[src/rtl/core/cirt_pkg.sv]
package cirt_pkg;

  localparam int unsigned RegCountDefault = 256;

  localparam logic [7:0] SeedReset   = 8'h22;
  localparam logic [7:0] MaxWriteLen = 8'd252;
  localparam logic [7:0] ConstLo     = 8'h55;
  localparam logic [7:0] ConstHi     = 8'hAA;
  localparam logic [7:0] NoData      = 8'hFF;

  typedef enum logic [1:0] {
    CMD_ADDR  = 2'd0,
    CMD_RECV  = 2'd1,
    CMD_REQ   = 2'd2,
    CMD_LOCAL = 2'd3
  } cmd_e;

  typedef enum logic [1:0] {
    ST_IDLE,
    ST_EXEC,
    ST_CMT_RD,
    ST_CMT_WR
  } state_e;

  typedef struct packed {
    logic load;
    logic exec;
    logic cmt_rd;
    logic cmt_wr;
    logic emit;
  } dp_cmd_t;

  typedef struct packed {
    logic commit_go;
    logic commit_last;
    logic out_busy;
  } dp_status_t;

  function automatic logic [7:0] read_mask(input logic [7:0] idx);
    logic hit;
    hit = (idx <= 8'h01) ||
          (idx >= 8'hC0 && idx <= 8'hC7) ||
          (idx >= 8'hD0 && idx <= 8'hD3) ||
          (idx >= 8'hE0 && idx <= 8'hE9) ||
          (idx >= 8'hF0);
    return hit ? 8'hFF : 8'h00;
  endfunction

  function automatic logic [7:0] write_mask(input logic [7:0] idx);
    return (idx == 8'h01) ? 8'hFF : 8'h00;
  endfunction

endpackage

[src/rtl/core/cirt_if.sv]
interface cirt_in_if;
  logic       valid;
  logic       ready;
  logic [1:0] cmd;
  logic [7:0] data_byte;
  logic [7:0] local_index;

  modport source(output valid, output cmd, output data_byte, output local_index, input ready);
  modport sink(input valid, input cmd, input data_byte, input local_index, output ready);
endinterface

interface cirt_out_if;
  logic       valid;
  logic       ready;
  logic       ack;
  logic [7:0] read_data;
  logic       reset_request;

  modport source(output valid, output ack, output read_data, output reset_request, input ready);
  modport sink(input valid, input ack, input read_data, input reset_request, output ready);
endinterface

[src/rtl/core/cirt_ctrl.sv]
module cirt_ctrl (
  input  logic                  clk_i,
  input  logic                  rst_ni,
  input  logic                  in_valid_i,
  input  cirt_pkg::dp_status_t  status_i,
  output logic                  in_ready_o,
  output cirt_pkg::dp_cmd_t     cmd_o
);

  cirt_pkg::state_e state_q, state_d;

  always_ff @(posedge clk_i or negedge rst_ni) begin
    if (!rst_ni) begin
      state_q <= cirt_pkg::ST_IDLE;
    end else begin
      state_q <= state_d;
    end
  end

  always_comb begin
    state_d    = state_q;
    in_ready_o = 1'b0;
    cmd_o      = '0;
    case (state_q)
      cirt_pkg::ST_IDLE: begin
        in_ready_o = !status_i.out_busy;
        if (in_valid_i && !status_i.out_busy) begin
          cmd_o.load = 1'b1;
          state_d    = cirt_pkg::ST_EXEC;
        end
      end
      cirt_pkg::ST_EXEC: begin
        cmd_o.exec = 1'b1;
        if (status_i.commit_go) begin
          state_d = cirt_pkg::ST_CMT_RD;
        end else begin
          cmd_o.emit = 1'b1;
          state_d    = cirt_pkg::ST_IDLE;
        end
      end
      cirt_pkg::ST_CMT_RD: begin
        cmd_o.cmt_rd = 1'b1;
        state_d      = cirt_pkg::ST_CMT_WR;
      end
      cirt_pkg::ST_CMT_WR: begin
        cmd_o.cmt_wr = 1'b1;
        if (status_i.commit_last) begin
          cmd_o.emit = 1'b1;
          state_d    = cirt_pkg::ST_IDLE;
        end else begin
          state_d = cirt_pkg::ST_CMT_RD;
        end
      end
      default: begin
        state_d = cirt_pkg::ST_IDLE;
      end
    endcase
  end

endmodule

[src/rtl/core/cirt_dp.sv]
module cirt_dp #(
  parameter int unsigned RegCount = cirt_pkg::RegCountDefault
) (
  input  logic                 clk_i,
  input  logic                 rst_ni,
  input  cirt_pkg::dp_cmd_t    cmd_i,
  output cirt_pkg::dp_status_t status_o,
  input  logic [1:0]           in_cmd_i,
  input  logic [7:0]           in_data_i,
  input  logic [7:0]           in_index_i,
  input  logic                 cfg_we_i,
  input  logic [7:0]           cfg_wdata_i,
  input  logic                 out_ready_i,
  output logic                 out_valid_o,
  output logic                 out_ack_o,
  output logic [7:0]           out_read_data_o,
  output logic                 out_reset_request_o
);

  localparam int unsigned AW       = $clog2(RegCount);
  localparam logic [8:0]  RegCnt9  = 9'(RegCount);
  localparam logic [7:0]  LenLimit = 8'(RegCount - 3);
  localparam logic [7:0]  LenConst = 8'(RegCount - 2);

  cirt_pkg::cmd_e cmd_q;
  logic [7:0] data_q, index_q;

  logic [7:0] seed_q;
  logic [7:0] ptr_q, ptr_d;
  logic [7:0] bc_q, bc_d;
  logic [7:0] sum_q, sum_d;
  logic       armed_q, armed_d;
  logic [7:0] rl_q, rl_d;
  logic       rfc_q, rfc_d;
  logic [7:0] cnt_q, cnt_d;
  logic       ack_q, ack_d;
  logic [7:0] rd_q, rd_d;
  logic       out_valid_q;
  logic       out_rr_q;
  logic       rr_q, rr_d;

  logic [7:0]          rf_mem [RegCount];
  logic [RegCount-1:0] rf_vld_q;
  logic [7:0]          rf_rdata_q;
  logic                rf_rvld_q;
  logic                rf_we;
  logic [AW-1:0]       rf_waddr;
  logic [7:0]          rf_wdata;

  logic [7:0] fb_mem [256];
  logic [7:0] fb_rdata_q;
  logic [7:0] fb0_q, fb1_q, fb2_q;

  logic [7:0] bc_inc, want, sum_add, len, size, rf_word, v_reg, v_const, v;
  logic [8:0] expected, rend;
  logic       early, too_long, is_read, frame_done, req_ok, req_last, ptr_exists;
  logic       recv_exec, cmt_write;

  assign bc_inc     = bc_q + 8'd1;
  assign want       = 8'd0 - sum_q;
  assign sum_add    = sum_q + data_q;
  assign len        = (bc_q == 8'd1) ? data_q : fb1_q;
  assign size       = (bc_q == 8'd2) ? data_q : fb2_q;
  assign early      = bc_inc < 8'd2;
  assign too_long   = (len <= LenLimit) && (len > cirt_pkg::MaxWriteLen);
  assign is_read    = len > LenLimit;
  assign expected   = is_read ? 9'd4 : 9'd3 + {1'b0, len};
  assign frame_done = {1'b0, bc_inc} >= expected;
  assign recv_exec  = cmd_i.exec && (cmd_q == cirt_pkg::CMD_RECV);

  assign rend     = {1'b0, rl_q} + 9'd1;
  assign req_ok   = armed_q && !({1'b0, bc_q} > rend);
  assign req_last = {1'b0, bc_inc} == rend;

  assign ptr_exists = {1'b0, ptr_q} < RegCnt9;
  assign rf_word    = rf_rvld_q ? rf_rdata_q : 8'h00;
  assign v_reg      = ptr_exists ? (rf_word & cirt_pkg::read_mask(ptr_q)) : cirt_pkg::NoData;
  assign v_const    = (ptr_q == 8'd0) ? cirt_pkg::ConstLo :
                      (ptr_q == 8'd1) ? cirt_pkg::ConstHi : cirt_pkg::NoData;
  assign v          = rfc_q ? v_const : v_reg;

  assign status_o.commit_go   = recv_exec && !early && !too_long && frame_done &&
                                (want == data_q) && !is_read && (len != 8'd0);
  assign status_o.commit_last = cnt_q == 8'(fb1_q - 8'd1);
  assign status_o.out_busy    = out_valid_q;

  assign cmt_write = cmd_i.cmt_wr && ptr_exists &&
                     (cirt_pkg::write_mask(ptr_q) == 8'hFF);

  always_comb begin
    rf_we    = 1'b0;
    rf_waddr = ptr_q[AW-1:0];
    rf_wdata = fb_rdata_q;
    if (cmd_i.exec && (cmd_q == cirt_pkg::CMD_LOCAL) && ({1'b0, index_q} < RegCnt9)) begin
      rf_we    = 1'b1;
      rf_waddr = index_q[AW-1:0];
      rf_wdata = data_q;
    end else if (cmt_write) begin
      rf_we = 1'b1;
    end
  end

  assign rr_d = (rf_we && (rf_waddr == AW'(1))) ? rf_wdata[7] : rr_q;

  always_comb begin
    ptr_d   = ptr_q;
    bc_d    = bc_q;
    sum_d   = sum_q;
    armed_d = armed_q;
    rl_d    = rl_q;
    rfc_d   = rfc_q;
    cnt_d   = cnt_q;
    ack_d   = ack_q;
    rd_d    = rd_q;
    if (cmd_i.exec) begin
      ack_d = 1'b1;
      rd_d  = cirt_pkg::NoData;
      case (cmd_q)
        cirt_pkg::CMD_ADDR: begin
          bc_d  = 8'd0;
          sum_d = seed_q;
        end
        cirt_pkg::CMD_RECV: begin
          bc_d  = bc_inc;
          sum_d = sum_add;
          if (!early) begin
            if (too_long) begin
              bc_d  = 8'd0;
              sum_d = seed_q;
              ack_d = 1'b0;
            end else if (frame_done) begin
              bc_d  = 8'd0;
              sum_d = seed_q;
              if (want != data_q) begin
                ack_d = 1'b0;
              end else begin
                ptr_d = fb0_q;
                cnt_d = 8'd0;
                if (is_read) begin
                  armed_d = 1'b1;
                  rl_d    = size;
                  rfc_d   = len == LenConst;
                end
              end
            end
          end
        end
        cirt_pkg::CMD_REQ: begin
          if (req_ok) begin
            bc_d = bc_inc;
            if (req_last) begin
              armed_d = 1'b0;
              rl_d    = 8'd0;
              rfc_d   = 1'b0;
              rd_d    = want;
            end else begin
              rd_d  = v;
              ptr_d = ptr_q + 8'd1;
              sum_d = sum_q + v;
            end
          end
        end
        default: begin
        end
      endcase
    end
    if (cmd_i.cmt_wr) begin
      ptr_d = ptr_q + 8'd1;
      cnt_d = cnt_q + 8'd1;
    end
  end

  always_ff @(posedge clk_i or negedge rst_ni) begin
    if (!rst_ni) begin
      seed_q      <= cirt_pkg::SeedReset;
      ptr_q       <= '0;
      bc_q        <= '0;
      sum_q       <= '0;
      armed_q     <= 1'b0;
      rl_q        <= '0;
      rfc_q       <= 1'b0;
      cnt_q       <= '0;
      ack_q       <= 1'b1;
      rd_q        <= cirt_pkg::NoData;
      out_valid_q <= 1'b0;
      out_rr_q    <= 1'b0;
      rr_q        <= 1'b0;
      rf_vld_q    <= '0;
    end else begin
      if (cfg_we_i) begin
        seed_q <= cfg_wdata_i;
      end
      ptr_q   <= ptr_d;
      bc_q    <= bc_d;
      sum_q   <= sum_d;
      armed_q <= armed_d;
      rl_q    <= rl_d;
      rfc_q   <= rfc_d;
      cnt_q   <= cnt_d;
      ack_q   <= ack_d;
      rd_q    <= rd_d;
      rr_q    <= rr_d;
      if (rf_we) begin
        rf_vld_q[rf_waddr] <= 1'b1;
      end
      if (cmd_i.emit) begin
        out_valid_q <= 1'b1;
        out_rr_q    <= rr_d;
      end else if (out_valid_q && out_ready_i) begin
        out_valid_q <= 1'b0;
      end
    end
  end

  always_ff @(posedge clk_i) begin
    if (cmd_i.load) begin
      cmd_q      <= cirt_pkg::cmd_e'(in_cmd_i);
      data_q     <= in_data_i;
      index_q    <= in_index_i;
      rf_rdata_q <= rf_mem[ptr_q[AW-1:0]];
      rf_rvld_q  <= rf_vld_q[ptr_q[AW-1:0]];
    end
    if (rf_we) begin
      rf_mem[rf_waddr] <= rf_wdata;
    end
  end

  always_ff @(posedge clk_i) begin
    if (recv_exec) begin
      fb_mem[bc_q] <= data_q;
      if (bc_q == 8'd0) begin
        fb0_q <= data_q;
      end
      if (bc_q == 8'd1) begin
        fb1_q <= data_q;
      end
      if (bc_q == 8'd2) begin
        fb2_q <= data_q;
      end
    end
    if (cmd_i.cmt_rd) begin
      fb_rdata_q <= fb_mem[8'(8'd2 + cnt_q)];
    end
  end

  assign out_valid_o         = out_valid_q;
  assign out_ack_o           = ack_q;
  assign out_read_data_o     = rd_q;
  assign out_reset_request_o = out_rr_q;

endmodule

[src/rtl/core/checksummed_i2c_register_target_top.sv]
// Each transaction is accepted in the idle state, runs in the exec state, and its result is then registered.
// A committed write frame walks the buffer through a read and a write state per data byte (up to 252 bytes).
// One transaction is in flight at a time; the next is taken once the result has left.
// The frame buffer and register file memories allow one access per cycle each.
// Reset is asynchronous and active low; register contents read as zero at once.
module checksummed_i2c_register_target_top #(
  parameter int unsigned RegCount = cirt_pkg::RegCountDefault
) (
  input  logic              clk_i,
  input  logic              rst_ni,
  input  logic              cfg_we_i,
  input  logic [7:0]        cfg_wdata_i,
  cirt_in_if.sink           in_i,
  cirt_out_if.source        out_o
);

  cirt_pkg::dp_cmd_t    dp_cmd;
  cirt_pkg::dp_status_t dp_status;

  cirt_ctrl u_ctrl (
    .clk_i      (clk_i),
    .rst_ni     (rst_ni),
    .in_valid_i (in_i.valid),
    .status_i   (dp_status),
    .in_ready_o (in_i.ready),
    .cmd_o      (dp_cmd)
  );

  cirt_dp #(
    .RegCount (RegCount)
  ) u_dp (
    .clk_i               (clk_i),
    .rst_ni              (rst_ni),
    .cmd_i               (dp_cmd),
    .status_o            (dp_status),
    .in_cmd_i            (in_i.cmd),
    .in_data_i           (in_i.data_byte),
    .in_index_i          (in_i.local_index),
    .cfg_we_i            (cfg_we_i),
    .cfg_wdata_i         (cfg_wdata_i),
    .out_ready_i         (out_o.ready),
    .out_valid_o         (out_o.valid),
    .out_ack_o           (out_o.ack),
    .out_read_data_o     (out_o.read_data),
    .out_reset_request_o (out_o.reset_request)
  );

endmodule

[src/flat_wrapper.sv]
// flat-port wrapper written by rule: the top's interface ports become plain ports
module checksummed_i2c_register_target_top_flat 
#(
  parameter int unsigned RegCount = cirt_pkg::RegCountDefault
)
  (clk_i, rst_ni, cfg_we_i, cfg_wdata_i, in_i_valid, in_i_cmd, in_i_data_byte, in_i_local_index, in_i_ready, out_o_valid, out_o_ack, out_o_read_data, out_o_reset_request, out_o_ready);
  cirt_in_if in_i_i ();
  cirt_out_if out_o_i ();
  input  logic clk_i;
  input  logic rst_ni;
  input  logic cfg_we_i;
  input  logic [7:0] cfg_wdata_i;
  input wire logic [$bits(in_i_i.valid)-1:0] in_i_valid;
  input wire logic [$bits(in_i_i.cmd)-1:0] in_i_cmd;
  input wire logic [$bits(in_i_i.data_byte)-1:0] in_i_data_byte;
  input wire logic [$bits(in_i_i.local_index)-1:0] in_i_local_index;
  output wire logic [$bits(in_i_i.ready)-1:0] in_i_ready;
  output wire logic [$bits(out_o_i.valid)-1:0] out_o_valid;
  output wire logic [$bits(out_o_i.ack)-1:0] out_o_ack;
  output wire logic [$bits(out_o_i.read_data)-1:0] out_o_read_data;
  output wire logic [$bits(out_o_i.reset_request)-1:0] out_o_reset_request;
  input wire logic [$bits(out_o_i.ready)-1:0] out_o_ready;
  assign in_i_i.valid = in_i_valid;
  assign in_i_i.cmd = in_i_cmd;
  assign in_i_i.data_byte = in_i_data_byte;
  assign in_i_i.local_index = in_i_local_index;
  assign in_i_ready = in_i_i.ready;
  assign out_o_valid = out_o_i.valid;
  assign out_o_ack = out_o_i.ack;
  assign out_o_read_data = out_o_i.read_data;
  assign out_o_reset_request = out_o_i.reset_request;
  assign out_o_i.ready = out_o_ready;
  checksummed_i2c_register_target_top #(.RegCount(RegCount)) u_core (.clk_i(clk_i), .rst_ni(rst_ni), .cfg_we_i(cfg_we_i), .cfg_wdata_i(cfg_wdata_i), .in_i(in_i_i), .out_o(out_o_i));
endmodule
[config.mk]
export PLATFORM = sky130hd
export DESIGN_NAME = checksummed_i2c_register_target_top_flat
export DESIGN_NICKNAME = d
export VERILOG_FILES = /design/src/rtl/core/cirt_pkg.sv /design/src/rtl/core/cirt_if.sv /design/src/rtl/core/cirt_ctrl.sv /design/src/rtl/core/cirt_dp.sv /design/src/rtl/core/checksummed_i2c_register_target_top.sv /design/src/flat_wrapper.sv
export SDC_FILE = /design/constraint.sdc
export NUM_CORES = 2
export LEC_CHECK = 0
export BUFFER_PORTS_ARGS = -buffer_cell sky130_fd_sc_hd__buf_2
export CORE_MARGIN = 3
export CORE_UTILIZATION = 53
export CTS_CLUSTER_DIAMETER = 150
export CTS_CLUSTER_SIZE = 28
export DETAILED_ROUTE_END_ITERATION = 8
export GPL_ROUTABILITY_DRIVEN = 0
export GPL_TIMING_DRIVEN = 0
export PLACE_DENSITY = 0.72
export SLEW_MARGIN = 20
export SYNTH_ARGS = -nofsm -noshare
export SYNTH_HDL_FRONTEND = slang
export SYNTH_SLANG_ARGS = --single-unit
[constraint.sdc]
create_clock -name clk_i -period 22.9 [get_ports clk_i]
set_clock_uncertainty 0.2 [all_clocks]
set_input_delay 0 -clock clk_i [delete_from_list [all_inputs] [get_ports clk_i]]
set_output_delay 0 -clock clk_i [all_outputs]
set_load 0.005 [all_outputs]
======== Yosys cells after proc, flatten, opt, wreduce, memory -nomap -nowiden ========
Memories as Yosys holds them, arrays and structs flattened. A register that Yosys moved wholly into a read port is not among the register bits.
Cells that the tools add are included.
storage, ports and cells
  bits in registers ....................... 363
  input port bits ......................... 31
  memories ................................ 2
  ROM bits ................................ 0
  latch bits .............................. 0
  memory bits (writable) .................. 4,096
memories
  memory              depth  width  read ports  clocked after memory_dff  write ports  line           RTL
  u_core.u_dp.fb_mem  256    8      1           1                         1            cirt_dp.sv:50  logic [7:0] fb_mem [256];
  u_core.u_dp.rf_mem  256    8      1           1                         1            cirt_dp.sv:42  logic [7:0] rf_mem [RegCount];
cells by class
  mux-type cells .......................... 94
  $mul .................................... 0
  add/subtract/negate cells ............... 10
  bitwise gates (word level) .............. 2
  equality and inequality tests ........... 34
  shifts and indexed selects .............. 0
  order comparisons ....................... 17
  divide/modulo/power cells ............... 0
  reduce and logical (&&, ||, !) cells .... 45
operators with widths
  operator             number
  $mux 8               43
  $or 256x256->256     1
  $pmux 8 s3           2
  $mux 1               36
  $ge 8x8->1 const B   4
  $le 8x8->1 const B   4
  $pmux 8 s2           2
  $add 8x1->8 const B  3
  $eq 8x1->1 const B   3
  $logic_and 1x1->1    18
  $lt 8x9->1 const B   2
  $ne 2x2->1 const B   9
  $ne 3x2->1 const B   6
  $add 8x8->8          2
  $eq 8x8->1           2
  $eq 8x8->1 const B   2
  $gt 8x8->1 const B   2
  $logic_not 8->1      2
  $reduce_bool 2->1    5
  $add 2x8->9 const A  1
  $add 8x1->9 const B  1
  $eq 8x9->1           1
  $ge 8x9->1           1
  $gt 8x9->1           1
  30 further kinds     49

======== Logic depth before layout (Yosys ltp) ========
  depth after elaboration ................. 13
  mapped depth ............................ 21

======== Modules after synthesis ========
From an unflattened synthesis, not the netlist that was laid out.
unflattened totals
  cells, all modules ...................... 7,833
  area total of the unflattened synthesis .. 175,125.5 um^2
by module, submodules not included
  module     area an instance (um^2)  cells an instance  times used
  cirt_dp    175,001.6                7,819              1
  cirt_ctrl  123.9                    14                 1

======== Worst setup path after synthesis ========
Ideal clock, no wire load.
  path type ............................... register -> register
  start point ............................. reg u_core.u_dp.data_q[5]
  end point ............................... mem u_core.u_dp.rf_mem[0][5] (data pin)
  cell stages (with the launch flop) ...... 4
  buffers on the path ..................... 1
  clock period less this slack ............ 7.979 ns
  required time ........................... 21.878 ns
  slack ................................... 14.921 ns
  arrival time ............................ 6.956 ns
  cells stage by stage .................... edfxtp_1 > clkbuf_2 > nand2_1 > nand2_1
between the ends
  word-level cells in the longest chain between the ends .. 1
ends and longest elaborated chain
  element                      line            RTL
  start: declaration           cirt_dp.sv:26   logic [7:0] data_q, index_q;
  start signal: assignment     cirt_dp.sv:218  data_q <= in_data_i;
  $mux 8                       cirt_dp.sv:94   if (cmd_i.exec && (cmd_q == cirt_pkg::CMD_LOCAL) && ({1'b0, index_q} < RegCnt9)) begin
  via u_core.u_dp.rf_wdata[5]  cirt_dp.sv:48   logic [7:0] rf_wdata;
  end: declaration             cirt_dp.sv:42
The timed path passes the listed nets, and every way through them passes these cells.

======== Final worst setup path ========
  start point ............................. reg u_core.u_dp.bc_q[6]
  end point ............................... reg u_core.u_dp.bc_q[2]
between the ends
  word-level cells in the longest chain between the ends .. 9
  elaborated cells between the ends (all ways) .. 20
  classes of those cells .................. 2 x add/sub; 6 x order compare; 2 x eq/ne; 6 x mux; 4 x reduce/logical
ends and longest elaborated chain
  element                                    line                          RTL
  start: declaration                         cirt_dp.sv:30                 logic [7:0] bc_q, bc_d;
  start signal: assignment                   cirt_dp.sv:177                bc_q <= '0;
  start signal: assignment                   cirt_dp.sv:194                bc_q <= bc_d;
  $eq 8x1->1                                 cirt_dp.sv:62                 assign len = (bc_q == 8'd1) ? data_q : fb1_q;
  $mux 8                                     n/a
  $add 2x8->9 or $gt 8x8->1 (tied branches)  cirt_dp.sv:67, cirt_dp.sv:66
  $mux 9                                     cirt_dp.sv:67                 assign expected = is_read ? 9'd4 : 9'd3 + {1'b0, len};
  $ge 8x9->1                                 cirt_dp.sv:68                 assign frame_done = {1'b0, bc_inc} >= expected;
  $mux 8                                     cirt_dp.sv:131                end else if (frame_done) begin
  $mux 8                                     cirt_dp.sv:127                if (too_long) begin
  $mux 8                                     cirt_dp.sv:126                if (!early) begin
  $pmux 8 s3                                 cirt_dp.sv:118                case (cmd_q)
Parallel ways exist; a longest one is shown, timed or not.
A chain may end at the register's enable or synchronous reset.

==> impl_metrics.json <==
{
  "status": "complete, but fails checks",
  "failed_checks": "DRC, hold timing",
  "cpPeakStageDelay_ns": 0.84,
  "drv_cap": 0,
  "htreeDepth": 4,
  "rsz0062_at_grt": "false",
  "syn_to_final_growth_pct": 8.51,
  "viasPerCell": 6.74,
  "io_pins": 43,
  "power.density_nw_per_um2": 88.4,
  "rows": 210,
  "syn-num-nets": 8199,
  "placed_area_sq_um": 185000,
  "avgSynthCellArea_sq_um": 21.6,
  "ys_top_cells_by_count": "4147 x edfxtp_1, 1396 x mux4_2, 592 x nor2_1",
  "drc": 37,
  "post-dp-hpwl_microns": 332000,
  "clkPwrFrac_pct": 23.5,
  "slew_viol_final": 0,
  "core_area_sq_um": 328000,
  "numCtsBuffers": 185,
  "synth_top_area_share_pct": 70.9,
  "die-width_microns": 582,
  "multi_input_area_sq_um": 41100,
  "grt_use_total_pct": 28.0,
  "p_sw_share_pct": 28.0,
  "final_nets": 8655,
  "overflow": 0,
  "critPathMostFrequentCell": "ha_1",
  "path_cells": "buf_1 > nor4_2 > nand3_1 > mux2_2 > inv_1 > ha_1 > nand3b_1 > a311oi_1 > nor2_1 > o21bai_1 > ha_1 > and3_1 > a221oi_1 > o31a_1 > a22oi_2 > nand2b_1 > a211oi_1 > a21oi_1 > mux2i_1",
  "ys_ff_latch": 4467,
  "setup_slack_ns": 16.85,
  "postSynthCellCount": 8116,
  "clock_latency_ns": 0.93,
  "setup_tns_ns": 0,
  "die_area_sq_um": 338000,
  "via_count": 87900,
  "seqCellArea_sq_um": 133000,
  "rr_endpoint": "u_core.u_dp.bc_q[2]",
  "worstMarginPinSlew_ns": 1.28,
  "cts-resized-gates": 0,
  "ctsLongestPathBuffers": 4,
  "grt_max_degree": 90,
  "start_kind": "flip-flop",
  "start_util_pct": 53.5,
  "cp_data_arrival_time_ns": 6.69,
  "internal-power_uw": 12100,
  "min_period_ns": 6.06,
  "dieHeight_microns": 582,
  "p_switching_uw": 4710,
  "netlist_top_cells_area": "edfxtp_1 71%, mux4_2 18%, dfrtp_1 4.4%, nor2_1 1.3%, or2_2 0.93%",
  "async_reset_ff_share_pct": 7.16,
  "path_max_fanout": 10,
  "fmax_mhz": 165,
  "ys_types": 80,
  "yosys_most_used_dff": "edfxtp_1",
  "whs_ns": -0.0252,
  "crit_path_start": "u_core.u_dp.bc_q[6]",
  "finalHoldViolations": 7,
  "cp-end-kind": "flip-flop",
  "clock-sinks": 4467,
  "antenna_found_initial": 28,
  "grt_pass1_vias": 87300,
  "dr.first_iter.drc_count": 13800,
  "rr_worst_depth": 19,
  "synth.most_common_cell": "edfxtp_1",
  "ant_nets": 0,
  "yosysWarningCount": 0,
  "slowest_stage": "a211oi_1",
  "fill_cells": 23100,
  "synthesis.area_sq_um": 176000,
  "ys_seq_area_share_pct": 75.5,
  "cts_root_buf": "clkbuf_16",
  "endpoint": "u_core.u_dp.bc_q[2]",
  "final.period_utilization_pct": 26.4,
  "r2r_start": "u_core.u_dp.bc_q[6]",
  "hold_class": "in2async",
  "cts_tree": "built",
  "slew_headroom_pct": 14.7,
  "io_buffer_count": 41,
  "wl_per_cell_microns": 36.3,
  "power_frac_comb_pct": 22.5,
  "ir_worst_vdd_v": 0.000101,
  "setup_viol": 0,
  "synth_edf_count": 4147,
  "synth_top_cell_by_area": "edfxtp_1",
  "r2r_setup_slack_ns": 16.85,
  "wl_microns": 474000,
  "firstDrtPassIters": 9,
  "pre_cts_slack_ns": 16.79,
  "worstSetupPathType": "reg2reg",
  "p_leak_uw": 0.0594,
  "finish.instance_area_sq_um": 190000,
  "drive_gt1_share_pct": 27.0,
  "grt_pass1_wl_microns": 667000,
  "p_seq_share_pct": 54.0,
  "clkTransAtPathRegs_ns": 0.11,
  "cp.required_ns": 23.53
}
-- layout make-up --
cell class	instances	area share, %
flip-flops and latches	4467	69.6
plain buffers	446	1.05
multi-input cells	3156	21.6
inverters	47	0.0926
well taps	4346	2.85
clock inverters	4	0.0263
clock buffers	296	2.70
diodes	18	0.0236
repair buffers	269	2.08
-- critical path, delay by kind of cell (launching register included) --
| kind | cells | cell delay (ns) |
|---|---|---|
| adders and majority gates | 2 | 0.54 |
| muxes | 2 | 0.50 |
| DFF | 1 | 0.46 |
| buffers and inverters | 2 | 0.50 |
| AOI/OAI and AO/OA | 7 | 2.31 |
| and+or+nand+nor | 6 | 1.47 |
-- how the worst min path moves through the flow --
stage | startpoint | endpoint | slack [ns] | cells after the start
final | rst_ni | u_core.u_dp.rf_vld_q[253] | -0.03 | 4
after global routing | rst_ni | u_core.u_dp.rf_vld_q[253] | 0.04 | 4
after CTS | rst_ni | u_core.u_dp.rf_vld_q[94] | 0.0003 | 4
after detailed placement | rst_ni | u_core.u_dp.rf_vld_q[253] | -0.15 | 1
after global placement | in_i_data_byte[4] | u_core.u_dp.data_q[4] | -0.02 | 1
after floorplan | rst_ni | u_core.u_ctrl.state_q[0] | -0.50 | 0
-- per-stage QoR --
stage | power, uW | cells | utilization [%]
floorplan | 11500 | 8116 | -
CTS | 16800 | 13000 | 58.0
global route | 17200 | 13000 | 58.0
detailed placement | 13000 | 12700 | 56.2
finish | 16800 | 13000 | 58.0
global placement | 12900 | 12500 | 55.2
-- power groups by stage --
stage | combinational, uW | sequential, uW | clock [uW]
6_report | 3780 | 9090 | 3960
5_1_grt | 3880 | 9100 | 4230
4_1_cts | 3720 | 9090 | 3970
3_5_place_dp | 3700 | 9280 | 0
3_3_place_gp | 3470 | 9460 | 0
2_1_floorplan | 2150 | 9340 | 0
-- layout by cell type (no fill, tap or decap), drive strengths merged, types with 11 or more instances in the layout --
cell type	n
nand2	295
xnor2	40
dfstp	11
a21oi	47
a211oi	11
nand3	102
nor3	30
nor2	592
nand4	26
mux2i	20
diode	18
dfrtp	309
o21ai	50
ha	50
clkbuf	571
edfxtp	4147
or2	261
mux4	1396
inv	49
buf	373
nand2b	11
a22oi	19
and3	14
mux2	30
xor2	20
dlygate4sd3	67
-- routing by layer --
metal | GRT usage (%) | up-vias | share of wire, %
li1 | - | 34200 | -
met1 | 37.1 | 46700 | 35
met2 | 44.0 | 5907 | 48
met3 | 6.50 | 1107 | 11
met4 | 14.6 | 8 | 6.4
met5 | 0.0992 | - | 0.013
-- registers in the layout (all words and copies together), names as in the netlist, 2 cells and up --
register,flops
u_core.u_dp.rf_rdata_q,8
u_core.u_dp.out_read_data_o,8
u_core.u_dp.seed_q,8
u_core.u_dp.rf_mem,2048
u_core.u_dp.fb_mem,2041
u_core.u_dp.data_q,8
u_core.u_dp.ptr_q,8
u_core.u_dp.cnt_q,8
u_core.u_dp.cmd_q,2
u_core.u_dp.rf_vld_q,256
u_core.u_ctrl.state_q,2
u_core.u_dp.fb1_q,8
u_core.u_dp.fb_rdata_q,8
u_core.u_dp.fb2_q,8
u_core.u_dp.sum_q,8
u_core.u_dp.fb0_q,7
u_core.u_dp.bc_q,8
u_core.u_dp.index_q,8
u_core.u_dp.rl_q,8
-- repair_timing --
item,in CTS,in global routing
endpoints found under the hold margin,364,0
hold buffers,68,0
buffers inserted,0,0
-- logic make-up after synthesis --
kind of cell / synth area share [%]
muxes: 18.2
adders and majority gates: 0.379
xor gates and xnor gates: 0.312
and+or+nand+nor: 3.63
AOI/OAI and AO/OA: 0.818
DFF: 75.5
buffers and inverters: 1.15
Power figures use the tool's default switching activity.
